<file path="config.mk">
export PLATFORM = sky130hd
export DESIGN_NAME = rtc_calendar_with_alarm
export DESIGN_NICKNAME = d
export VERILOG_FILES = /design/src/rtl/core/rtc_pkg.sv /design/src/rtl/core/rtc_in_stage.sv /design/src/rtl/core/rtc_engine.sv /design/src/rtl/core/rtc_out_stage.sv /design/src/rtl/core/rtc_calendar_with_alarm.sv
export VERILOG_INCLUDE_DIRS = /design/src /design/src/rtl/core
export SDC_FILE = /design/constraint.sdc
export NUM_CORES = 1
export LEC_CHECK = 0
export BUFFER_PORTS_ARGS = -buffer_cell sky130_fd_sc_hd__clkbuf_2
export CORE_ASPECT_RATIO = 0.75
export CORE_MARGIN = 8
export CORE_UTILIZATION = 30
export DETAILED_ROUTE_END_ITERATION = 8
export PLACE_DENSITY = 0.46
export SYNTH_ARGS = -nofsm -noshare
export SYNTH_HDL_FRONTEND = slang
export SYNTH_SLANG_ARGS = --single-unit
</file>
<file path="constraint.sdc">
create_clock -name clk -period 11.5 [get_ports clk]
set_input_delay 1.15 -clock clk [delete_from_list [all_inputs] [get_ports clk]]
set_output_delay 1.15 -clock clk [all_outputs]
set_load 0.02 [all_outputs]
</file>
<file path="src/rtl/core/rtc_calendar_with_alarm_defines.svh">
// Assertion macros for the RTC calendar RTL, used by rtc_engine.
`ifndef RTC_CALENDAR_WITH_ALARM_DEFINES_SVH
`define RTC_CALENDAR_WITH_ALARM_DEFINES_SVH

// Same-cycle implication, disabled during reset.
`define RTC_ASSERT_SAME(label, clk, rst_n, ante, cons, msg) \
  label: assert property (@(posedge clk) disable iff (!rst_n) (ante) |-> (cons)) \
    else $error(msg);

// Next-cycle implication, disabled during reset.
`define RTC_ASSERT_NEXT(label, clk, rst_n, ante, cons, msg) \
  label: assert property (@(posedge clk) disable iff (!rst_n) (ante) |=> (cons)) \
    else $error(msg);

`endif

</file>
<file path="src/rtl/core/rtc_pkg.sv">
// Shared types and constants for the RTC calendar with alarm.
package rtc_pkg;

  localparam int unsigned DEF_TICKS_PER_SECOND = 1000;

  localparam int unsigned IN_TDATA_W  = 56;
  localparam int unsigned IN_TUSER_W  = 4;
  localparam int unsigned OUT_TDATA_W = 48;
  localparam int unsigned CFG_ADDR_W  = 2;
  localparam int unsigned CFG_DATA_W  = 6;

  localparam logic [4:0]  HOURS_PER_DAY   = 5'd24;
  localparam logic [5:0]  MINS_PER_HOUR   = 6'd60;
  localparam logic [3:0]  MONTHS_PER_YEAR = 4'd12;
  localparam logic [3:0]  MONTH_FEB       = 4'd2;
  localparam logic [4:0]  DAY_LEAP_FEB    = 5'd29;
  localparam logic [4:0]  DAY_PLAIN_FEB   = 5'd28;
  localparam logic [15:0] YEAR_STEP_MAX   = 16'd2099;

  localparam logic [15:0] RST_YEAR = 16'd2025;
  localparam logic [4:0]  RST_HOUR = 5'd12;
  localparam logic [4:0]  RST_ALARM_HOUR = 5'd7;

  typedef enum logic [3:0] {
    KIND_TICK       = 4'd0,
    KIND_SET_TIME   = 4'd1,
    KIND_SET_DATE   = 4'd2,
    KIND_STEP_HOUR  = 4'd3,
    KIND_STEP_MIN   = 4'd4,
    KIND_STEP_DAY   = 4'd5,
    KIND_STEP_MONTH = 4'd6,
    KIND_STEP_YEAR  = 4'd7,
    KIND_PAUSE      = 4'd8,
    KIND_RESUME     = 4'd9,
    KIND_ACK        = 4'd10,
    KIND_DISMISS    = 4'd11,
    KIND_RESTART    = 4'd12
  } kind_t;

  typedef enum logic [CFG_ADDR_W-1:0] {
    CFG_ALARM_HOUR   = 2'd0,
    CFG_ALARM_MINUTE = 2'd1,
    CFG_ALARM_ENABLE = 2'd2
  } cfg_reg_t;

  typedef struct packed {
    kind_t       kind;
    logic [7:0]  new_hour;
    logic [7:0]  new_minute;
    logic [7:0]  new_day;
    logic [7:0]  new_month;
    logic [15:0] new_year;
    logic [3:0]  ack_mask;
  } item_t;

  typedef struct packed {
    logic [4:0]  hour_now;
    logic [5:0]  minute_now;
    logic [5:0]  second_now;
    logic [4:0]  day_now;
    logic [3:0]  month_now;
    logic [15:0] year_now;
    logic        hours_changed;
    logic        minutes_changed;
    logic        date_changed;
    logic        alarm_fired;
    logic        is_paused;
  } status_t;

endpackage

</file>
<file path="src/rtl/core/rtc_in_stage.sv">
// Input register stage: captures one request and holds it until the engine takes it.
module rtc_in_stage import rtc_pkg::*; (
  input  logic                  clk,
  input  logic                  rst_n,
  input  logic                  in_tvalid,
  output logic                  in_tready,
  input  logic [IN_TDATA_W-1:0] in_tdata,  // new_hour, new_minute, new_day, new_month,
                                           // new_year, ack_mask, zero pad
  input  logic [IN_TUSER_W-1:0] in_tuser,  // kind
  input  logic                  take,
  output logic                  item_valid,
  output item_t                 item
);

  logic  valid_r;
  item_t item_r;
  logic  accept;

  assign in_tready  = !valid_r || take;
  assign accept     = in_tvalid && in_tready;
  assign item_valid = valid_r;
  assign item       = item_r;

  always_ff @(posedge clk) begin
    if (!rst_n) begin
      valid_r <= 1'b0;
    end else if (accept) begin
      valid_r <= 1'b1;
    end else if (take) begin
      valid_r <= 1'b0;
    end
  end

  always_ff @(posedge clk) begin
    if (accept) begin
      item_r.kind       <= kind_t'(in_tuser);
      item_r.new_hour   <= in_tdata[7:0];
      item_r.new_minute <= in_tdata[15:8];
      item_r.new_day    <= in_tdata[23:16];
      item_r.new_month  <= in_tdata[31:24];
      item_r.new_year   <= in_tdata[47:32];
      item_r.ack_mask   <= in_tdata[51:48];
    end
  end

endmodule

</file>
<file path="src/rtl/core/rtc_engine.sv">
// Time, date, alarm and flag state with the per-request update logic.
`include "rtc_calendar_with_alarm_defines.svh"

module rtc_engine import rtc_pkg::*; #(
  parameter int unsigned TICKS_PER_SECOND = DEF_TICKS_PER_SECOND
) (
  input  logic                  clk,
  input  logic                  rst_n,
  input  logic                  fire,
  input  item_t                 item,
  input  logic                  cfg_we,
  input  logic [CFG_ADDR_W-1:0] cfg_addr,
  input  logic [CFG_DATA_W-1:0] cfg_wdata,
  output status_t               status_nxt
);

  localparam int unsigned SUB_W = (TICKS_PER_SECOND > 1) ? $clog2(TICKS_PER_SECOND) : 1;
  localparam logic [SUB_W:0] TPS = (SUB_W+1)'(TICKS_PER_SECOND);
  // 25 * INV25 == 1 mod 2^16; y divisible by 25 iff y*INV25 mod 2^16 <= 65535/25
  localparam logic [15:0] INV25     = 16'd23593;
  localparam logic [15:0] DIV25_MAX = 16'd2621;

  logic [SUB_W-1:0] sub_r, sub_nxt;
  logic [5:0]       sec_r, sec_nxt;
  logic [5:0]       min_r, min_nxt;
  logic [4:0]       hour_r, hour_nxt;
  logic [4:0]       day_r, day_nxt;
  logic [3:0]       mon_r, mon_nxt;
  logic [15:0]      year_r, year_nxt;
  logic             leap_r, leap_nxt;
  logic [2:0]       chg_r, chg_nxt;
  logic             fired_r, fired_nxt;
  logic             armed_r, armed_nxt;
  logic             paused_r, paused_nxt;

  logic [4:0]       alm_hour_r;
  logic [5:0]       alm_min_r;
  logic             alm_en_r;

  logic [SUB_W:0]   sub_wide;
  logic [15:0]      year_cand;
  logic             leap_cand;
  logic             year_step_ok;
  logic [15:0]      year_step;
  logic             leap_step;
  logic [4:0]       md_cur;

  function automatic logic is_leap(logic [15:0] y);
    logic [15:0] prod;
    logic        div25;
    prod  = y * INV25;
    div25 = (prod <= DIV25_MAX);
    return (y[1:0] == 2'd0) && (!div25 || (y[3:0] == 4'd0));
  endfunction

  function automatic logic [4:0] month_days(logic [3:0] m, logic lp);
    logic [4:0] d;
    case (m) inside
      4'd2:                                d = lp ? DAY_LEAP_FEB : DAY_PLAIN_FEB;
      4'd4, 4'd6, 4'd9, 4'd11:             d = 5'd30;
      4'd1, 4'd3, 4'd5, 4'd7, 4'd8, 4'd10,
      4'd12:                               d = 5'd31;
      default:                             d = 5'd30;
    endcase
    return d;
  endfunction

  function automatic logic [4:0] mod_hours(logic [7:0] v);
    logic [7:0] r;
    r = v;
    for (int i = 3; i >= 0; i--) begin
      if (r >= (8'(HOURS_PER_DAY) << i)) r = r - (8'(HOURS_PER_DAY) << i);
    end
    return r[4:0];
  endfunction

  function automatic logic [5:0] mod_minutes(logic [7:0] v);
    logic [7:0] r;
    r = v;
    for (int i = 2; i >= 0; i--) begin
      if (r >= (8'(MINS_PER_HOUR) << i)) r = r - (8'(MINS_PER_HOUR) << i);
    end
    return r[5:0];
  endfunction

  // One leap evaluation shared by set date, step year and the year rollover.
  assign year_cand    = (item.kind == KIND_SET_DATE) ? item.new_year : year_r + 16'd1;
  assign leap_cand    = is_leap(year_cand);
  assign year_step_ok = (year_r < YEAR_STEP_MAX);
  assign year_step    = year_step_ok ? year_r + 16'd1 : year_r;
  assign leap_step    = year_step_ok ? leap_cand : leap_r;
  assign sub_wide     = {1'b0, sub_r} + {{SUB_W{1'b0}}, 1'b1};
  assign md_cur       = month_days(mon_r, leap_r);

  always_comb begin
    logic [3:0] m_set;
    logic [4:0] md_set;
    logic [3:0] m_step;
    logic [4:0] md_step;
    logic       match;
    logic       armed_tmp;

    sub_nxt    = sub_r;
    sec_nxt    = sec_r;
    min_nxt    = min_r;
    hour_nxt   = hour_r;
    day_nxt    = day_r;
    mon_nxt    = mon_r;
    year_nxt   = year_r;
    leap_nxt   = leap_r;
    chg_nxt    = chg_r;
    fired_nxt  = fired_r;
    armed_nxt  = armed_r;
    paused_nxt = paused_r;
    match      = 1'b0;
    armed_tmp  = armed_r;

    m_set   = ((item.new_month >= 8'd1) && (item.new_month <= 8'(MONTHS_PER_YEAR)))
              ? item.new_month[3:0] : 4'd1;
    md_set  = month_days(m_set, leap_cand);
    m_step  = (mon_r >= MONTHS_PER_YEAR) ? 4'd1 : mon_r + 4'd1;
    md_step = month_days(m_step, leap_r);

    unique case (item.kind)
      KIND_TICK: begin
        if (!paused_r) begin
          if (sub_wide >= TPS) begin
            sub_nxt = '0;
            if (sec_r >= MINS_PER_HOUR - 6'd1) begin
              sec_nxt    = '0;
              chg_nxt[1] = 1'b1;
              if (min_r >= MINS_PER_HOUR - 6'd1) begin
                min_nxt    = '0;
                chg_nxt[0] = 1'b1;
                if (hour_r >= HOURS_PER_DAY - 5'd1) begin
                  hour_nxt   = '0;
                  chg_nxt[2] = 1'b1;
                  if (day_r >= md_cur) begin
                    day_nxt = 5'd1;
                    if (mon_r >= MONTHS_PER_YEAR) begin
                      mon_nxt  = 4'd1;
                      year_nxt = year_cand;
                      leap_nxt = leap_cand;
                    end else begin
                      mon_nxt = mon_r + 4'd1;
                    end
                  end else begin
                    day_nxt = day_r + 5'd1;
                  end
                end else begin
                  hour_nxt = hour_r + 5'd1;
                end
              end else begin
                min_nxt = min_r + 6'd1;
              end
              match     = (hour_nxt == alm_hour_r) && (min_nxt == alm_min_r);
              armed_tmp = armed_r || !match;
              if (alm_en_r && armed_tmp && match) begin
                fired_nxt = 1'b1;
                armed_nxt = 1'b0;
              end else begin
                armed_nxt = armed_tmp;
              end
            end else begin
              sec_nxt = sec_r + 6'd1;
            end
          end else begin
            sub_nxt = sub_wide[SUB_W-1:0];
          end
        end
      end
      KIND_SET_TIME: begin
        hour_nxt     = mod_hours(item.new_hour);
        min_nxt      = mod_minutes(item.new_minute);
        sec_nxt      = '0;
        sub_nxt      = '0;
        chg_nxt[1:0] = 2'b11;
      end
      KIND_SET_DATE: begin
        mon_nxt    = m_set;
        day_nxt    = ((item.new_day >= 8'd1) && (item.new_day <= {3'd0, md_set}))
                     ? item.new_day[4:0] : 5'd1;
        year_nxt   = item.new_year;
        leap_nxt   = leap_cand;
        chg_nxt[2] = 1'b1;
      end
      KIND_STEP_HOUR: begin
        hour_nxt   = (hour_r >= HOURS_PER_DAY - 5'd1) ? 5'd0 : hour_r + 5'd1;
        chg_nxt[0] = 1'b1;
      end
      KIND_STEP_MIN: begin
        min_nxt    = (min_r >= MINS_PER_HOUR - 6'd1) ? 6'd0 : min_r + 6'd1;
        chg_nxt[1] = 1'b1;
      end
      KIND_STEP_DAY: begin
        day_nxt    = (day_r >= md_cur) ? 5'd1 : day_r + 5'd1;
        chg_nxt[2] = 1'b1;
      end
      KIND_STEP_MONTH: begin
        mon_nxt    = m_step;
        day_nxt    = (day_r > md_step) ? md_step : day_r;
        chg_nxt[2] = 1'b1;
      end
      KIND_STEP_YEAR: begin
        year_nxt = year_step;
        leap_nxt = leap_step;
        if ((mon_r == MONTH_FEB) && (day_r == DAY_LEAP_FEB) && !leap_step) begin
          day_nxt = DAY_PLAIN_FEB;
        end
        chg_nxt[2] = 1'b1;
      end
      KIND_PAUSE: begin
        paused_nxt = 1'b1;
      end
      KIND_RESUME: begin
        paused_nxt = 1'b0;
        sub_nxt    = '0;
      end
      KIND_ACK: begin
        chg_nxt = chg_r & ~item.ack_mask[2:0];
        if (item.ack_mask[3]) fired_nxt = 1'b0;
      end
      KIND_DISMISS: begin
        armed_nxt = 1'b0;
        fired_nxt = 1'b0;
      end
      KIND_RESTART: begin
        sub_nxt    = '0;
        chg_nxt    = '0;
        fired_nxt  = 1'b0;
        paused_nxt = 1'b0;
        armed_nxt  = 1'b1;
      end
      default: begin
      end
    endcase
  end

  always_ff @(posedge clk) begin
    if (!rst_n) begin
      sub_r    <= '0;
      sec_r    <= '0;
      min_r    <= '0;
      hour_r   <= RST_HOUR;
      day_r    <= 5'd1;
      mon_r    <= 4'd1;
      year_r   <= RST_YEAR;
      leap_r   <= 1'b0;
      chg_r    <= '0;
      fired_r  <= 1'b0;
      armed_r  <= 1'b1;
      paused_r <= 1'b0;
    end else if (fire) begin
      sub_r    <= sub_nxt;
      sec_r    <= sec_nxt;
      min_r    <= min_nxt;
      hour_r   <= hour_nxt;
      day_r    <= day_nxt;
      mon_r    <= mon_nxt;
      year_r   <= year_nxt;
      leap_r   <= leap_nxt;
      chg_r    <= chg_nxt;
      fired_r  <= fired_nxt;
      armed_r  <= armed_nxt;
      paused_r <= paused_nxt;
    end
  end

  always_ff @(posedge clk) begin
    if (!rst_n) begin
      alm_hour_r <= RST_ALARM_HOUR;
      alm_min_r  <= '0;
      alm_en_r   <= 1'b0;
    end else if (cfg_we) begin
      unique case (cfg_reg_t'(cfg_addr))
        CFG_ALARM_HOUR:   alm_hour_r <= (cfg_wdata[4:0] < HOURS_PER_DAY) ? cfg_wdata[4:0] : 5'd0;
        CFG_ALARM_MINUTE: alm_min_r  <= (cfg_wdata < MINS_PER_HOUR) ? cfg_wdata : 6'd0;
        CFG_ALARM_ENABLE: alm_en_r   <= cfg_wdata[0];
        default: begin
        end
      endcase
    end
  end

  assign status_nxt.hour_now        = hour_nxt;
  assign status_nxt.minute_now      = min_nxt;
  assign status_nxt.second_now      = sec_nxt;
  assign status_nxt.day_now         = day_nxt;
  assign status_nxt.month_now       = mon_nxt;
  assign status_nxt.year_now        = year_nxt;
  assign status_nxt.hours_changed   = chg_nxt[0];
  assign status_nxt.minutes_changed = chg_nxt[1];
  assign status_nxt.date_changed    = chg_nxt[2];
  assign status_nxt.alarm_fired     = fired_nxt;
  assign status_nxt.is_paused       = paused_nxt;

  `RTC_ASSERT_NEXT(a_restart_clears, clk, rst_n, fire && (item.kind == KIND_RESTART),
    armed_r && !paused_r && !fired_r && (chg_r == 3'd0), "restart left flags set")
  `RTC_ASSERT_NEXT(a_pause_blocks_tick, clk, rst_n,
    fire && (item.kind == KIND_TICK) && paused_r, $stable(sub_r) && $stable(sec_r),
    "tick advanced while paused")
  `RTC_ASSERT_NEXT(a_idle_holds_time, clk, rst_n, !fire,
    $stable(sec_r) && $stable(min_r) && $stable(hour_r) && $stable(day_r) && $stable(year_r),
    "time changed without a request")
  `RTC_ASSERT_SAME(a_leap_tracks_year, clk, rst_n, 1'b1, leap_r == is_leap(year_r),
    "leap flag out of step with year")

endmodule

</file>
<file path="src/rtl/core/rtc_out_stage.sv">
// Result register stage: holds one status result until the receiver takes it.
module rtc_out_stage import rtc_pkg::*; (
  input  logic                   clk,
  input  logic                   rst_n,
  input  logic                   load,
  input  status_t                status,
  output logic                   slot_free,
  output logic                   out_tvalid,
  input  logic                   out_tready,
  output logic [OUT_TDATA_W-1:0] out_tdata
);

  logic                   valid_r;
  logic [OUT_TDATA_W-1:0] data_r;

  assign slot_free  = !valid_r || out_tready;
  assign out_tvalid = valid_r;
  assign out_tdata  = data_r;

  always_ff @(posedge clk) begin
    if (!rst_n) begin
      valid_r <= 1'b0;
    end else if (load) begin
      valid_r <= 1'b1;
    end else if (out_tready) begin
      valid_r <= 1'b0;
    end
  end

  always_ff @(posedge clk) begin
    if (load) begin
      data_r <= {1'b0, status.is_paused, status.alarm_fired, status.date_changed,
                 status.minutes_changed, status.hours_changed, status.year_now,
                 status.month_now, status.day_now, status.second_now,
                 status.minute_now, status.hour_now};
    end
  end

endmodule

</file>
<file path="src/rtl/core/rtc_calendar_with_alarm.sv">
// Top level of the real-time clock calendar with daily alarm.
//
// Requests arrive on the in_ stream: in_tuser carries the event kind (tick, set time,
// set date, step hour/minute/day/month/year, pause, resume, acknowledge, dismiss,
// restart), in_tdata the set values and the acknowledge mask. Every request yields
// exactly one result on the out_ stream: time, date, sticky change flags, the alarm
// flag and the pause state as they stand after that request.
// A request is registered on acceptance, processed in one pass of the carry chain
// once the output register is free, and its result is loaded into the output
// register, which raises out_tvalid. One request per cycle is sustained while
// out_tready stays high.
// The alarm registers are written through cfg_we/cfg_addr/cfg_wdata; the user must
// write them only while no request is in flight, which the block does not enforce.
// Reset (synchronous, active low) sets 12:00:00, 2025-01-01, alarm 07:00 disabled
// and armed, all flags clear. When out_tready is low the result is held and one
// more request may wait in the input register; in_tready then falls.
module rtc_calendar_with_alarm import rtc_pkg::*; #(
  parameter int unsigned TICKS_PER_SECOND = DEF_TICKS_PER_SECOND
) (
  input  logic                   clk,
  input  logic                   rst_n,
  input  logic                   in_tvalid,
  output logic                   in_tready,
  input  logic [IN_TDATA_W-1:0]  in_tdata,   // new_hour, new_minute, new_day, new_month,
                                             // new_year, ack_mask, zero pad
  input  logic [IN_TUSER_W-1:0]  in_tuser,   // kind
  output logic                   out_tvalid,
  input  logic                   out_tready,
  output logic [OUT_TDATA_W-1:0] out_tdata,  // hour_now, minute_now, second_now, day_now,
                                             // month_now, year_now, hours_changed,
                                             // minutes_changed, date_changed,
                                             // alarm_fired, is_paused, zero pad
  input  logic                   cfg_we,
  input  logic [CFG_ADDR_W-1:0]  cfg_addr,
  input  logic [CFG_DATA_W-1:0]  cfg_wdata
);

  logic    item_valid;
  item_t   item;
  logic    slot_free;
  logic    fire;
  status_t status_nxt;

  assign fire = item_valid && slot_free;

  rtc_in_stage u_in (
    .clk        (clk),
    .rst_n      (rst_n),
    .in_tvalid  (in_tvalid),
    .in_tready  (in_tready),
    .in_tdata   (in_tdata),
    .in_tuser   (in_tuser),
    .take       (fire),
    .item_valid (item_valid),
    .item       (item)
  );

  rtc_engine #(
    .TICKS_PER_SECOND (TICKS_PER_SECOND)
  ) u_engine (
    .clk        (clk),
    .rst_n      (rst_n),
    .fire       (fire),
    .item       (item),
    .cfg_we     (cfg_we),
    .cfg_addr   (cfg_addr),
    .cfg_wdata  (cfg_wdata),
    .status_nxt (status_nxt)
  );

  rtc_out_stage u_out (
    .clk        (clk),
    .rst_n      (rst_n),
    .load       (fire),
    .status     (status_nxt),
    .slot_free  (slot_free),
    .out_tvalid (out_tvalid),
    .out_tready (out_tready),
    .out_tdata  (out_tdata)
  );

endmodule

</file>
### After elaboration in Yosys (flattened, before gate mapping)

Cells that the tools add are included.

* add/subtract/negate cells: 14
* $mul: 1
* magnitude comparators: 22
* eq/ne operators: 60
* muxes and demuxes: 114
* bitwise gates (word level): 2
* reduce and logical (&&, ||, !) cells: 46

Operator list (count)
* 2-to-1 mux 16 bit: 9
* 2-to-1 mux 5 bit: 26
* == test 4 bit (second input constant): 20
* 2-to-1 mux 8 bit: 10
* 2-to-1 mux 6 bit: 13
* == test 4 x 3 -> 1 bit (second input constant): 16
* one-hot mux 16 bit (3 select lines): 1
* == test 4 x 2 -> 1 bit (second input constant): 8
* 2-to-1 mux 4 bit: 8
* 2-to-1 mux 1 bit: 29
* one-hot mux 5 bit (5 select lines): 1
* OR reduction 7 bit: 3
* 2-to-1 mux 10 bit: 2
* one-hot mux 10 bit (2 select lines): 1
* one-hot mux 6 bit (3 select lines): 1
* adder 16 x 1 -> 16 bit (second input constant): 1
* == test 4 x 1 -> 1 bit (second input constant): 4
* >= comparator 8 x 1 -> 1 bit (second input constant): 2
* >= comparator 8 x 6 -> 1 bit (second input constant): 2
* >= comparator 8 x 7 -> 1 bit (second input constant): 2
* >= comparator 8 bit (second input constant): 2
* <= comparator 16 x 12 -> 1 bit (second input constant): 1
* < comparator 16 x 12 -> 1 bit (second input constant): 1
* multiplier 16 x 15 -> 16 bit (second input constant): 1
* other kinds (50): 95

* flip-flop bits (word level): 176
* output and inout port bits: 50
* word-level logic and storage cells: 284

### Depth between registers and ports, before layout

Gate-level depths: netlist (run 1).

* word-level depth: 18
* depth in mapped cells: 38
* depth with buffers taken out: 35

### Modules after synthesis

From an unflattened synthesis (run 1), not the netlist that was laid out.

* cells, all modules: 1376
* area, all modules: 12164.2 sq um

By module, submodules not included
* rtc_engine: times used 1, cells each 1261, area an instance 8947.3 sq um, sequential area each 1421.4 sq um
* rtc_in_stage: times used 1, cells each 61, area an instance 1739.2 sq um, sequential area each 1701.6 sq um
* rtc_out_stage: times used 1, cells each 53, area an instance 1471.4 sq um, sequential area each 1431.4 sq um
* rtc_calendar_with_alarm: times used 1, cells each 1, area an instance 6.3 sq um, sequential area each 0.0 sq um

### Worst setup path before layout (run 1)

Ideal clock, no wire load.

* path kind: register to register
* start point: reg u_in.item_r (netlist bit u_in.item[54])
* end point: reg u_out.data_r[20], in the netlist u_out.out_tdata[20], data pin
* setup time: 0.262 ns
* arrival: 7.618 ns
* path slack: 3.620 ns
* cell stages (with the launch flop): 33
* period minus slack after synthesis: 7.880 ns
* cells stage by stage: edfxtp_1 clkbuf_1 or2_2 nor2_1 clkbuf_1 clkbuf_1 o21ai_0 ha_1 inv_1 fa_1 inv_1 ha_1 ha_1 fa_1 ha_1 ha_1 and3_1 o2bb2ai_1 or4b_2 nand4_1 a22oi_1 or4_1 o21a_1 nor2_1 a21oi_1 ha_1 nand2_1 nand4_1 o21ai_0 nor2_1 a211o_1 o21a_1 o22a_1

RTL lines
* start: declaration: line rtc_in_stage.sv:16 `item_t item_r;`
* end signal: assignment: line rtc_out_stage.sv:32 `data_r <= {1'b0, status.is_paused, status.alarm_fired, status.date_changed,`
* end: declaration: line rtc_out_stage.sv:14 `logic [OUT_TDATA_W-1:0] data_r;`

==> results by stage, run 1 <==
Timing:
- The worst path uses around four fifths of the clock period.
- Setup violations remaining at the end of the flow were counted as 0.
- The shortest clock period the worst path allows after layout is slightly above 9 ns.
- The final-report max-slew violation count is 0.
- Setup repair after global routing left no endpoint under its margin.
- Headroom to the max-slew limit came out at roughly 23%.
- Derived from the worst setup path, the maximum achievable clock frequency is between 100 and 150 MHz.
- At the pin with the least slew margin, the transition time is approximately 1.2 ns.
- The clock arrives with roughly 0.014 ns of skew.
- The number of hold violations in the final report is 0.
- Setup total negative slack on the finished layout was measured at 0 ns.

Floorplan:
- The I/O pin total is roughly 120.
- The initial cell density of the core is just over 30%.
- In this run the standard cell core region covers about 0.040 mm2.
- The floorplan step defined a die boundary enclosing 0.0471 mm2.
- The total number of placement rows is 63.
- The die is between 200 and 250 um wide.
- From bottom edge to top edge, the die measures around 190 um.

Worst hold path:
- The hold-critical path depth is 2.
- The worst hold path startpoint is u_engine.sec_r[5]$_SDFFE_PN0P_.
- The path type of the worst min-delay path is reg2reg.
- The endpoint of the worst hold path is u_engine.sec_r[5]$_SDFFE_PN0P_.

Synth:
- Dividing the synthesized area by the synthesized cell count gives 8.85 um2.
- The number of distinct library cell variants in the gate-level netlist after synthesis is 90.
- The synthesized design spends more area on one cell type than any other, namely sky130_fd_sc_hd__edfxtp_1.
- Counting flops with a built-in enable in the synthesized netlist gives ~100.
- Sequential cells were found to cover 37.6% of the synthesized design area.
- In the synthesized netlist the async set-or-reset flop fraction comes to 0%.
- The commonest register cell after synthesis is sky130_fd_sc_hd__edfxtp_1.
- Yosys attributes the largest share of cell area to sky130_fd_sc_hd__edfxtp_1 26%, sky130_fd_sc_hd__dfxtp_1 12%, sky130_fd_sc_hd__ha_1 8.7%.
- Yosys printed 0 warnings.
- After synthesis the cells add up to ~0.012 mm2.
- The register bit count reported by yosys is roughly 180.
- The portion of synthesized cell area occupied by the leading cell type is 25.5%.
- The number of nets handed over by synthesis was between 1.5k and 2k.
- Counting every instance in the synthesized netlist gives 1,369.

Run:
- The tool flagged a number of max-cap violations equal to 0.

CTS:
- The H-tree was split into 4 levels.
- The number of cells upsized or downsized after cts is 0.
- The number of clock sinks seen by CTS is 176.
- The maximum clock insertion buffer count is 2.
- Clock-pin slew was measured on the worst setup and hold paths at 0.07 ns.
- Once the clock tree was built, the setup fixing pass inserted 0 buffers.
- Clock tree synthesis inserted a total of 17 buffers.
- The clock tree from TritonCTS is yes.
- The hold buffer count at cts is 0.
- The clock insertion delay at the later pin of the skew report is 0.46 ns.
- Clock tree synthesis selected as its root buffer the cell sky130_fd_sc_hd__clkbuf_16.

Place:
- Once placement finished, the instance area stood at ~0.013 mm2.
- The final weighted congestion of routability-driven global placement is a little over 0.8.
- The post-detailed-placement half-perimeter wirelength is 27.7 mm.
- The total of buffers placed on input and output ports is 117.

Critical path:
- The standard cell with the maximum stage delay on the critical path is sky130_fd_sc_hd__edfxtp_1.
- By startpoint and endpoint, the worst setup path is classified as reg2reg.
- The nature of the critical path startpoint is a register.
- The launching point of the worst reg2reg path is u_in.item[54]$_DFFE_PP_.
- The count of cells along the worst register-to-register path is 32.
- At the worst endpoint, the required time is 11.85 ns.
- The worst register-to-register path ends at u_engine.day_r[3]$_SDFFE_PN0P_.
- Across all register-to-register paths, the minimum setup slack is around 2.4 ns.
- In this design, the stage delay of the slowest critical-path cell is 0.67 ns.
- Along the worst path, the maximum fanout reaches 20.
- The type of element capturing the critical path is a register.
- The cell repeated most along the worst path is sky130_fd_sc_hd__ha_1.
- Data on the critical path arrives at its endpoint at ~9.5 ns.

Finish:
- Relative to the synthesized area, the layout overhead comes to 13.3%.
- The layout filler cell count is about 4.1k.
- After routing the design area is roughly 0.014 mm2.
- The number of nets in the finished design is roughly 1.6k.
- Leaving out fill and tap cells, the most frequent cell in the layout is sky130_fd_sc_hd__nand2_1.
- Leaving out fill and tap cells, the most frequent cells in the layout are 143 x sky130_fd_sc_hd__nand2_1, 117 x sky130_fd_sc_hd__clkbuf_2, 115 x sky130_fd_sc_hd__o21ai_0, 112 x sky130_fd_sc_hd__a21oi_1, 110 x sky130_fd_sc_hd__nor2_1.
- The number of antenna diodes in the final layout is 0.
- The share of final-layout standard cells stronger than drive strength 1 is 13.8%.

Detailed routing:
- The vias per cell is between 5 and 6.
- The number of detailed-routing iterations run before antenna repair is 5.
- After detailed routing, the average wire length per cell comes to roughly 19 um.
- The routed design has roughly 37 mm of wire.
- For this block, the via count after detailed routing is between 10k and 15k.
- In this run the remaining antenna-violating nets after routing total 0.
- In the routed design, unresolved DRC markers number 0.
- For this block, the initial DRC count from the detailed router was 841.

Pwr:
- In this run switching power makes up between 30% and 40% of total power.
- The internal power of the cells totals between 0.001 and 0.0015 W.
- The share of power burned in combinational logic is 29.9%.
- The clock power share is 30.5%.
- The switching power of the nets is between 0.0006 and 0.0007 W.
- The share of power burned in registers is about two fifths.
- The analysis attributes to cell leakage a power of between 5 and 6 nW.
- The largest vdd supply drop is a little under 0.00008 V.
- The power per unit of standard cell area is about 130 mW/mm2.

Run status:
- The flow ran to the end, and the final reports show no timing, DRC or antenna violations.

Global routing:
- The total grt overflow is 0.
- The via count of the first global-routing pass is about 10k.
- The number of antenna violations at the first check in global routing was 2.
- The first global-routing pass estimated between 50 and 60 mm of wire.
- In the global route stage, overall resource usage came out at approximately 16%.
- Entering global routing, the biggest net connects 76 pins.
==> per-layer routing <==
| layer | part of all wire (%) | global-route usage, % |
|---|---|---|
| met1 | 54 | 25.1 |
| met2 | 39 | 21.1 |
| met3 | 6.1 | 3.64 |
| met4 | 1.7 | 4.34 |
| met5 | 0 | 0 |
==> sequential cells by signal, indices dropped and copies added, names as in the netlist, 4 cells and up <==
signal,count
u_engine.sec_r,6
u_out.out_tdata,47
u_engine.day_r,5
u_engine.hour_r,5
u_engine.mon_r,4
u_engine.year_r,16
u_engine.sub_r,10
u_engine.min_r,6
u_engine.alm_min_r,6
u_in.item,56
u_engine.alm_hour_r,5
==> synth_stat cells (7+ instances only) <==
cell type                  number
sky130_fd_sc_hd__nand2_1      143
sky130_fd_sc_hd__o21ai_0      116
sky130_fd_sc_hd__a21oi_1      112
sky130_fd_sc_hd__nor2_1       111
sky130_fd_sc_hd__edfxtp_1     103
sky130_fd_sc_hd__ha_1          84
sky130_fd_sc_hd__inv_1         78
sky130_fd_sc_hd__dfxtp_1       73
sky130_fd_sc_hd__clkbuf_1      49
sky130_fd_sc_hd__xnor2_1       39
sky130_fd_sc_hd__nand3_1       34
sky130_fd_sc_hd__nor2b_1       23
sky130_fd_sc_hd__nor3_1        21
sky130_fd_sc_hd__o21a_1        20
sky130_fd_sc_hd__a21boi_0      19
sky130_fd_sc_hd__and2_1        19
sky130_fd_sc_hd__nand4_1       19
sky130_fd_sc_hd__o211ai_1      19
sky130_fd_sc_hd__xor2_1        19
sky130_fd_sc_hd__fa_1          17
sky130_fd_sc_hd__a22oi_1       12
sky130_fd_sc_hd__a31oi_1       12
sky130_fd_sc_hd__nand2b_1      11
sky130_fd_sc_hd__a211oi_1       9
sky130_fd_sc_hd__a221oi_1       9
sky130_fd_sc_hd__buf_2          9
sky130_fd_sc_hd__mux2i_1        9
sky130_fd_sc_hd__o22ai_1        9
sky130_fd_sc_hd__nand3b_1       8
sky130_fd_sc_hd__nor3b_1        8
sky130_fd_sc_hd__nor4_1         8
sky130_fd_sc_hd__and3_1         7
sky130_fd_sc_hd__or2_2          7
==> worst max-delay path by stage <==
stage | startpoint | to
finish | u_in.item[54]$_DFFE_PP_ | u_engine.day_r[3]$_SDFFE_PN0P_
CTS | u_in.item[54]$_DFFE_PP_ | u_engine.day_r[3]$_SDFFE_PN0P_
detailed placement | u_in.item[54]$_DFFE_PP_ | u_engine.day_r[3]$_SDFFE_PN0P_
floorplan | u_in.item[54]$_DFFE_PP_ | u_out.out_tdata[20]$_DFFE_PP_
global placement | u_in.item[54]$_DFFE_PP_ | u_out.out_tdata[20]$_DFFE_PP_
global route | u_in.item[54]$_DFFE_PP_ | u_engine.day_r[3]$_SDFFE_PN0P_
==> cell families (layout without fill, tap and decap cells) <==
| kind of cell | count (synthesis) | after routing | synth area share [%] |
|---|---|---|---|
| other | 1 | 1 | 0.0310 |
| xor gates and xnor gates | 60 | 60 | 4.59 |
| buffers and inverters | 149 | 245 | 4.97 |
| adders and majority gates | 101 | 101 | 11.5 |
| AOI/OAI and AO/OA | 419 | 419 | 22.1 |
| muxes | 14 | 14 | 1.21 |
| and+or+nand+nor | 449 | 449 | 18.0 |
| DFF | 176 | 176 | 37.6 |
==> power by group through the flow <==
stage               registers (W)  clock network (W)  logic (W)
floorplan                0.000739                  0   0.000407
global placement         0.000744                  0   0.000552
detailed placement       0.000744                  0   0.000557
CTS                      0.000730           0.000583   0.000561
global route             0.000734           0.000608   0.000632
finish                   0.000730           0.000564   0.000552
==> critical path: cells and delay by family (launching register included) <==
| kind | cells | cell delay [ns] |
|---|---|---|
| buf+inv | 1 | 0.29 |
| simple gates | 12 | 3.05 |
| compound gates | 11 | 2.27 |
| fa+ha+maj | 8 | 2.72 |
| flops | 1 | 0.67 |
==> layout make-up <==
type / instances / area, um2 / area share, %
Clock buffer: 20 / 437 / 3.18
Timing Repair Buffer: 134 / 713 / 5.19
Sequential cell: 176 / 4550 / 33.2
Tap cell: 520 / 651 / 4.74
Clock inverter: 12 / 110 / 0.802
Multi-Input combinational cell: 1044 / 6970 / 50.7
Inverter: 79 / 298 / 2.17
==> through the flow <==
stage          utilization [%]  hold slack (ns)  instances  total power [W]  worst slack [ns]
2_1_floorplan                -            0.451       1369          0.00115              3.62
3_3_place_gp              33.2            0.475       1953          0.00130              2.42
3_5_place_dp              33.2            0.482       1953          0.00130              2.44
4_1_cts                   34.6            0.494       1985          0.00187              2.41
5_1_grt                   34.6            0.538       1985          0.00197              1.94
6_report                  34.6            0.501       1985          0.00185              2.36
Note: power is estimated with default switching activity, not from simulation.
==> run 2: changes to the inputs <==
--- a/config.mk
+++ b/config.mk
@@ -11,7 +11,7 @@
 export CORE_MARGIN = 8
 export CORE_UTILIZATION = 30
 export DETAILED_ROUTE_END_ITERATION = 8
-export PLACE_DENSITY = 0.46
+export PLACE_DENSITY = 0.48
 export SYNTH_ARGS = -nofsm -noshare
 export SYNTH_HDL_FRONTEND = slang
 export SYNTH_SLANG_ARGS = --single-unit
==> constraint.sdc (replaced) <==
create_clock -name clk -period 7.35 [get_ports clk]
set_input_delay 0.735 -clock clk [delete_from_list [all_inputs] [get_ports clk]]
set_output_delay 0.735 -clock clk [all_outputs]
set_load 0.02 [all_outputs]
==> run 2 against run 1 <==
  * Utilization up 3.2 points
  * Clock skew grew 0.0016 ns
  * Register-to-register slack lost 2.3 ns
  * Final area increased by 9.2%
  * Critical path type unchanged
  * Highest routed layer unchanged
  * Largest power group is now combinational cells
  * Sequential power rose by 56%
==> results by stage, run 2 (synthesis results as in run 1) <==
Critical path:
- The nature of the critical path startpoint is a register.
- The critical path starts at u_in.item[54]$_DFFE_PP_.
- The endpoint arrival time on the critical path is 7.59 ns (-1.89 ns).
- The data required time at the worst endpoint was 7.65 ns (-4.20 ns).
- Grouping stages by cell kind, the critical path spends the most delay in simple AND/OR/NAND/NOR gates.
- The type of element capturing the critical path is a register.
- The slack of the worst reg-to-reg path is 0.06 ns (-2.30 ns).
- The critical path is of the reg2reg type.
- The startpoint identified for the worst register-to-register timing path is u_in.item[54]$_DFFE_PP_.
- The cell repeated most along the worst path is sky130_fd_sc_hd__ha_1.
- The stage delay of the slowest cell on the critical path is 0.68 ns (about the same).
- The count of buffer and inverter cells on the critical path was 2 (+1).
- Among all stages on the critical path, the largest delay is contributed by sky130_fd_sc_hd__or4b_4.
- The largest fanout of any net on the critical path came to 6 (-70%).

CTS:
- The maximum clock insertion buffer count is 2 (unchanged).
- The root buffer cell chosen for the clock tree is sky130_fd_sc_hd__clkbuf_16.
- The total clock buffers created by CTS came to 17 (unchanged).
- The clock insertion delay at the later pin of the skew report is 0.46 ns (about the same).
- The number of clock sinks seen by CTS is 176 (unchanged).
- The clock transition at the registers of the reported paths was 0.08 ns (about the same).
- TritonCTS built the clock tree.
- The number of levels in the clock H-tree is 4 (unchanged).

Global routing:
- The largest net degree at the start of global routing came to 76 (unchanged).
- The total grt overflow came to 0 (unchanged).
- The total track usage was 16.6% (+0.61 points).
- The global-route wire length before repair is 60.8 mm (+3.3%).
- The via count of the first global-routing pass is 10.4k (+3.9%).
- The number of antenna violations at the first check in global routing came to 0 (-2).

Floorplan:
- The total core area is 0.0396 mm2 (unchanged).
- The total die area is 0.0471 mm2 (unchanged).
- The total number of placement rows is 63 (unchanged).
- The overall die width is 248 um (unchanged).
- The height of the die came to 190 um (unchanged).
- The I/O pin total is 123 (unchanged).
- The initial cell density of the core is 30.6% (unchanged).

Timing:
- The pin slew with the least headroom to its limit is 1.16 ns (+0.0114 ns).
- The count of endpoints failing setup in the final report is 0 (unchanged).
- The remaining max-slew budget at the tightest pin was 22.5% (-0.77 points).
- The shortest clock period the worst path allows after layout is 7.29 ns (-1.85 ns).
- The top achievable clock speed is 137 MHz (+25%).
- The sum of negative setup slack is 0 ns (unchanged).
- The part of the cycle the worst path needs is 99.2% (+20 points).
- The largest clock skew in the final design is 0.0161 ns (+0.00160 ns).
- Setup repair after global routing could not meet its margin everywhere.
- The final-report max-slew violation count is 0 (unchanged).
- The number of hold violations in the final report was 0 (unchanged).
- The hold slack is 0.442 ns (-0.0591 ns).

Pwr:
- The internal power is 0.00217 W (+75%).
- The share of power burned in registers was 35.3% (-4.3 points).
- The power per unit of standard cell area came to 215 mW/mm2 (+60%).
- The switching power of the nets came to 0.00105 W (+73%).
- The clock power share was 28.8% (-1.7 points).
- The switching power as a share of total power is 32.7% (-0.34 points).
- The share of power burned in combinational logic is 36.0% (+6.1 points).
- The largest vdd supply drop is 0.000176 V (+120%).
- The power consumption is 0.00322 W (+74%).
- The total leakage power came to 5.92 nW (+10%).

Finish:
- The layout overhead on the synthesized area is 23.8%.
- The count of inserted antenna diode cells is 0 (unchanged).
- The count of placed standard cells in the final layout, fillers left out came to 2,087 (+5.1%).
- The number of flip-flops in the largest register is 56 (unchanged).
- The post-route core utilization is 37.8% (+3.2 points).
- More flip-flops sit in one register than any other, and that register is u_in.item.
- The library cell used most frequently in the layout, excluding fill and tap cells, is sky130_fd_sc_hd__nand2_1.
- The share of final-layout standard cells stronger than drive strength 1 is 23.5% (+9.7 points).
- The number of nets in the finished design is 1,728 (+6.3%).
- Leaving out fill and tap cells, the most frequent cells in the layout are 142 x sky130_fd_sc_hd__nand2_1, 117 x sky130_fd_sc_hd__clkbuf_2, 115 x sky130_fd_sc_hd__buf_4, 108 x sky130_fd_sc_hd__a21oi_1.

Detailed routing:
- The post-detailed-route wirelength per cell is 18.9 um (+0.28%).
- The number of detailed-routing iterations run before antenna repair is 6 (+1).
- The vias per cell is 5.22 (-1.3%).
- The number of DRC markers after the initial detailed-route iteration was 969 (+15%).
- The total via count after detailed routing was 10.9k (+3.7%).
- The post-detailed-route count of antenna-violating nets is 0 (unchanged).
- The number of design rule violations left after detail routing is 0 (unchanged).
- The aggregate routed wire length is 39.4 mm (+5.4%).

Place:
- The placed instance count came to 2,035 (+4.2%).
- The post-detailed-placement half-perimeter wirelength is 28.2 mm (+1.6%).
- The total of buffers placed on input and output ports is 117 (unchanged).
- The final weighted congestion of routability-driven global placement is 0.867 (+4.2%).

Worst hold path:
- The path type of the worst min-delay path is in2reg.
- In this run the most critical hold path is launched from in_tdata[47].

Run:
- The count of maximum capacitance violations came to 0 (unchanged).

Run status:
- The flow ran to the end, and the final reports show no timing, DRC or antenna violations.
==> run 2: cell count changes in the layout (fill, tap and decap cells not counted), moves of 3 or more <==
cell and change:
sky130_fd_sc_hd__a21oi_2 +4, sky130_fd_sc_hd__a21oi_1 -4, sky130_fd_sc_hd__nor2_1 -8, sky130_fd_sc_hd__o21ai_2 +7, sky130_fd_sc_hd__o21ai_0 -12, sky130_fd_sc_hd__buf_4 +98, sky130_fd_sc_hd__ha_4 +16, sky130_fd_sc_hd__inv_2 +5
sky130_fd_sc_hd__ha_1 -16, sky130_fd_sc_hd__o21ai_1 +5, sky130_fd_sc_hd__nor2_4 +3, sky130_fd_sc_hd__nor2_2 +5, sky130_fd_sc_hd__inv_1 -6, sky130_fd_sc_hd__inv_4 +3
==> run 2: metal layers <==
metal | share of wire (%) | vias to the layer above | GRT usage, %
met5 | 0 | - | 0
met4 | 1.2 | 0 | 4.12
met3 | 5.8 | 29 | 3.42
met2 | 40 | 298 | 23.1
met1 | 53 | 5217 | 25.5
li1 | - | 5354 | -
==> run 2: path summary, 6_finish.rpt <==
| path | to | depth (start not counted) |
|---|---|---|
| worst min register to register | u_engine.fired_r$_SDFFE_PN0P_ | 2 |
| worst min-delay path | u_in.item[19]$_DFFE_PP_ | 1 |
| worst max-delay path | u_engine.day_r[0]$_SDFFE_PN1P_ | 32 |
| worst max register to register | u_engine.day_r[0]$_SDFFE_PN1P_ | 32 |
==> run 2: area by class of cell <==
class	count	area [um2]
clock buffer	22	485
clock inverter	10	98.8
fill	3988	24700
inverter	79	300
multi-input combinational	1044	7370
sequential	176	4560
tap	520	651
timing repair buffer	236	1530
==> run 2: repair_timing <==
item,4_1_cts,5_1_grt
pin swaps,29,52
cloned,1,0
buffers inserted,7,12
setup endpoints to repair,10,10
resized for setup,36,41
hold buffers,0,0
==> run 2: through the flow <==
stage / setup slack (ns) / instance area [um2]
after floorplan: 0.0592 / 12200
after global placement: -0.230 / 13900
after detailed placement: -0.341 / 13900
after CTS: 0.0489 / 14700
after global routing: -0.226 / 15000
final: 0.0588 / 15000
==> run 2: power groups by stage <==
stage	Sequential, W	Combinational [W]	Clock, W
detailed placement	0.00116	0.000993	0
floorplan	0.00116	0.000654	0
global placement	0.00116	0.000978	0
global route	0.00114	0.00129	0.000987
CTS	0.00113	0.00104	0.000959
finish	0.00114	0.00116	0.000926
==> run 3: changes to the inputs <==
--- a/config.mk
+++ b/config.mk
@@ -14,4 +14,5 @@
 export PLACE_DENSITY = 0.48
 export SYNTH_ARGS = -nofsm -noshare
 export SYNTH_HDL_FRONTEND = slang
+export SYNTH_HIERARCHICAL = 1
 export SYNTH_SLANG_ARGS = --single-unit
==> run 3 against run 2 <==
  * Non-clock buffer count increased by 9
  * Fmax is 0.39% higher
  * Via count rose by 1.5%
  * First-iteration DRC count is 4.0% lower
  * Synthesized cell count rose by 0.51%
  * Register-to-register slack gained 0.03 ns
==> results by stage, run 3 <==
Synth:
- The register bit count reported by yosys is 176 (unchanged).
- The average cell area after synthesis came to 8.84 um2 (about the same).
- The portion of synthesized cell area occupied by the leading cell type came to 25.4% (-0.11 points).
- The commonest register cell after synthesis is sky130_fd_sc_hd__edfxtp_1.
- The count of flip-flops with a built-in enable after synthesis came to 103 (unchanged).
- The synthesized netlist net count is 1,552 (+0.58%).
- The number of distinct library cell variants in the gate-level netlist after synthesis is 85 (-5.6%).
- The commonest cells after synthesis are 132 x sky130_fd_sc_hd__a21oi_1, 131 x sky130_fd_sc_hd__nand2_1, 124 x sky130_fd_sc_hd__nor2_1.
- The synthesis warning total is 6 (+6).
- The number of instances in the synthesized netlist came to 1,376 (+0.51%).
- Summed over all instances, the cell type with the most area after synthesis is sky130_fd_sc_hd__edfxtp_1.
- The post-synthesis cell area is 0.0122 mm2 (+0.42%).
- The most common cell in the synthesized netlist is sky130_fd_sc_hd__a21oi_1.
- The share of async-settable or async-resettable flops after synthesis is 0% (unchanged).
- In the post-synthesis netlist, the biggest area contributors are sky130_fd_sc_hd__edfxtp_1 25%, sky130_fd_sc_hd__dfxtp_1 12%, sky130_fd_sc_hd__ha_1 8.8%.
- The register area share after synthesis is 37.4% (-0.16 points).

Pwr:
- The power per unit of standard cell area is 246 mW/mm2 (+15%).
- The largest vdd supply drop is 0.000235 V (+33%).
- The total leakage power was 6.01 nW (+1.5%).

Critical path:
- The standard cell with the maximum stage delay on the critical path is sky130_fd_sc_hd__fa_1.
- The slack of the worst reg-to-reg path came to 0.09 ns (+0.03 ns).
- The category of the most critical setup path is reg2reg.
- The data required time at the worst endpoint is 7.68 ns (+0.03 ns).
- STA classifies the critical path endpoint as a register.
- The cell that appears most often on the critical path is sky130_fd_sc_hd__a21oi_2.
- The endpoint arrival time on the critical path is 7.59 ns (about the same).
- The stage delay of the slowest cell on the critical path came to 0.57 ns (-0.11 ns).
- The largest fanout of any net on the critical path is 7 (+1).
- The count of buffer and inverter cells on the critical path came to 6 (+4).
- On the critical path the largest part of the delay comes from adder cells.
- The worst setup path is launched from a register.

Detailed routing:
- The number of detailed-routing iterations run before antenna repair came to 5 (-1).
- The number of DRC markers after the initial detailed-route iteration is 930 (-4.0%).
- The post-detailed-route wirelength per cell was 18.8 um (-0.17%).
- The aggregate routed wire length was 39.6 mm (+0.69%).
- The number of design rule violations left after detail routing was 0 (unchanged).
- The vias per cell came to 5.26 (+0.64%).
- The total via count after detailed routing is 11.1k (+1.5%).
- The post-detailed-route count of antenna-violating nets came to 0 (unchanged).

Timing:
- The final-report max-slew violation count came to 0 (unchanged).
- The number of hold violations in the final report was 0 (unchanged).
- The count of endpoints failing setup in the final report is 0 (unchanged).
- The largest clock skew in the final design is 0.0158 ns (-0.000234 ns).
- The part of the cycle the worst path needs came to 98.8% (-0.39 points).
- The top achievable clock speed is 138 MHz (+0.39%).
- The remaining max-slew budget at the tightest pin is 32.3% (+9.8 points).
- Setup repair after global routing could not meet its margin everywhere.
- The pin slew with the least headroom to its limit came to 1.01 ns (-0.153 ns).
- The shortest clock period the worst path allows after layout is 7.26 ns (-0.0287 ns).

Finish:
- The design area was 0.0152 mm2 (+1.7%).
- The register with the most flip-flops is u_in/item.
- The share of final-layout standard cells stronger than drive strength 1 is 25.0% (+1.5 points).
- The number of nets in the finished design is 1,740 (+0.69%).
- The most common library cell in the layout ignoring fill and taps is sky130_fd_sc_hd__a21oi_1.
- The layout filler cell count is 4,117 (+3.2%).
- The count of placed standard cells in the final layout, fillers left out is 2,105 (+0.86%).
- The register cell area after layout is 0.00456 mm2 (about the same).
- The combined area of the multi-input logic cells was 0.00749 mm2 (+1.5%).
- The layout overhead on the synthesized area is 25.3%.
- The number of flip-flops in the largest register came to 56 (unchanged).
- In the layout the commonest cells are 123 x sky130_fd_sc_hd__a21oi_1, 121 x sky130_fd_sc_hd__nor2_1, 121 x sky130_fd_sc_hd__nand2_1, 117 x sky130_fd_sc_hd__clkbuf_2, 117 x sky130_fd_sc_hd__buf_4.
- The count of inserted antenna diode cells is 0 (unchanged).

Floorplan:
- The total core area was 0.0404 mm2 (+1.8%).
- The height of the die was 190 um (+0.19%).
- The total die area was 0.0473 mm2 (+0.39%).
- The initial cell density of the core came to 30.1% (-0.41 points).
- The I/O pin total was 123 (unchanged).
- The overall die width is 249 um (+0.20%).
- The total number of placement rows is 64 (+1.6%).

Global routing:
- The total track usage is 16.4% (-0.21 points).
- The total grt overflow is 0 (unchanged).
- The number of antenna violations at the first check in global routing was 1 (+1).
- The via count of the first global-routing pass is 10.6k (+1.6%).
- The global-route wire length before repair is 61.4 mm (+1.1%).
- The largest net degree at the start of global routing came to 57 (-25%).

CTS:
- The clock transition at the registers of the reported paths is 0.07 ns (about the same).
- The clock insertion delay at the later pin of the skew report is 0.46 ns (about the same).
- The cell sitting at the root of the clock tree is a sky130_fd_sc_hd__clkbuf_16.
- The maximum clock insertion buffer count is 2 (unchanged).
- The number of levels in the clock H-tree came to 4 (unchanged).
- The total clock buffers created by CTS is 17 (unchanged).
- The hold buffer count at cts is 0 (unchanged).
- TritonCTS built the clock tree.
- The number of clock sinks seen by CTS was 176 (unchanged).

Place:
- The placed instance count was 2,041 (+0.29%).
- The final weighted congestion of routability-driven global placement is 0.837 (-3.4%).
- The total of buffers placed on input and output ports is 117 (unchanged).
- The post-detailed-placement half-perimeter wirelength was 28.4 mm (+0.95%).
- The area of placed instances is 0.0139 mm2 (about the same).

Run status:
- The run finished with clean final reports.

Worst hold path:
- The worst hold path belongs to the class in2reg.

Run:
- The count of maximum capacitance violations is 0 (unchanged).
-- run 3: changes by cell type in the layout (fill, tap and decap cells not counted), sizes merged, moves of 8 or more --
cell    change
a21boi      -8
nand2b     +11
mux2i      +10
buf        +10
xor2        +8
nand2      -13
a21oi      +19
nor2b      -18
and2        -8
nand4       -9
nor2       +13
-- run 3: what timing repair did --
action / in CTS / in global routing
setup endpoints to repair: 10 / 10
hold endpoints to repair: 0 / 0
gates cloned: 1 / 0
buffers inserted: 16 / 17
resized for setup: 42 / 72
pin swaps: 22 / 45
-- run 3: stage by stage --
| step | setup WS [ns] | total power [W] | TNS (ns) | util, % | hold WS [ns] |
|---|---|---|---|---|---|
| after floorplan | 0.0154 | 0.00185 | 0 | - | 0.448 |
| after global placement | -0.283 | 0.00223 | -1.35 | 34.3 | 0.464 |
| after detailed placement | -0.372 | 0.00225 | -2.04 | 34.3 | 0.475 |
| after CTS | 0.0214 | 0.00353 | 0 | 36.6 | 0.425 |
| after global routing | -0.268 | 0.00399 | -1.05 | 37.8 | 0.417 |
| final | 0.0874 | 0.00375 | 0 | 37.8 | 0.447 |
-- run 3: logic make-up after synthesis --
family / Yosys count / synth area share, %
flip-flops: 176 / 37.4
adder cells (fa/ha/maj): 103 / 11.6
buffers and inverters: 154 / 5.00
XOR/XNOR: 63 / 4.54
AO/OA/AOI/OAI: 427 / 22.1
AND/OR/NAND/NOR: 421 / 16.6
other: 1 / 0.0308
multiplexers: 31 / 2.67
-- run 3: final timing paths --
path	from	cells past startpoint	to
max	u_in/item[55]$_DFFE_PP_	37	u_engine/day_r[4]$_SDFFE_PN0P_
min	in_tdata[13]	1	u_in/item[41]$_DFFE_PP_
max reg2reg	u_in/item[55]$_DFFE_PP_	37	u_engine/day_r[4]$_SDFFE_PN0P_
min reg2reg	u_engine/sub_r[6]$_SDFFE_PN0P_	1	u_engine/sub_r[6]$_SDFFE_PN0P_
-- run 3: routing by layer --
layer	routed length [um]	track usage (%)
met1	20400	24.5
met2	16400	23.5
met3	2380	3.92
met4	402	3.32
met5	0	0
-- run 3: cell type report --
type	instances	area share [%]
Clock buffer	22	3.32
Multi-Input combinational cell	1046	49.1
Clock inverter	10	0.788
Timing Repair Buffer	245	10.6
Tap cell	528	4.33
Inverter	78	1.92
Sequential cell	176	29.9
-- run 3: where the power goes --
part           switching, W  internal [W]  leakage [nW]  total, W
logic              0.000759      0.000862          4.13   0.00162
clock network      0.000421      0.000563         0.312  0.000984
registers         0.0000453       0.00110          1.57   0.00115
total               0.00123       0.00253          6.01   0.00375
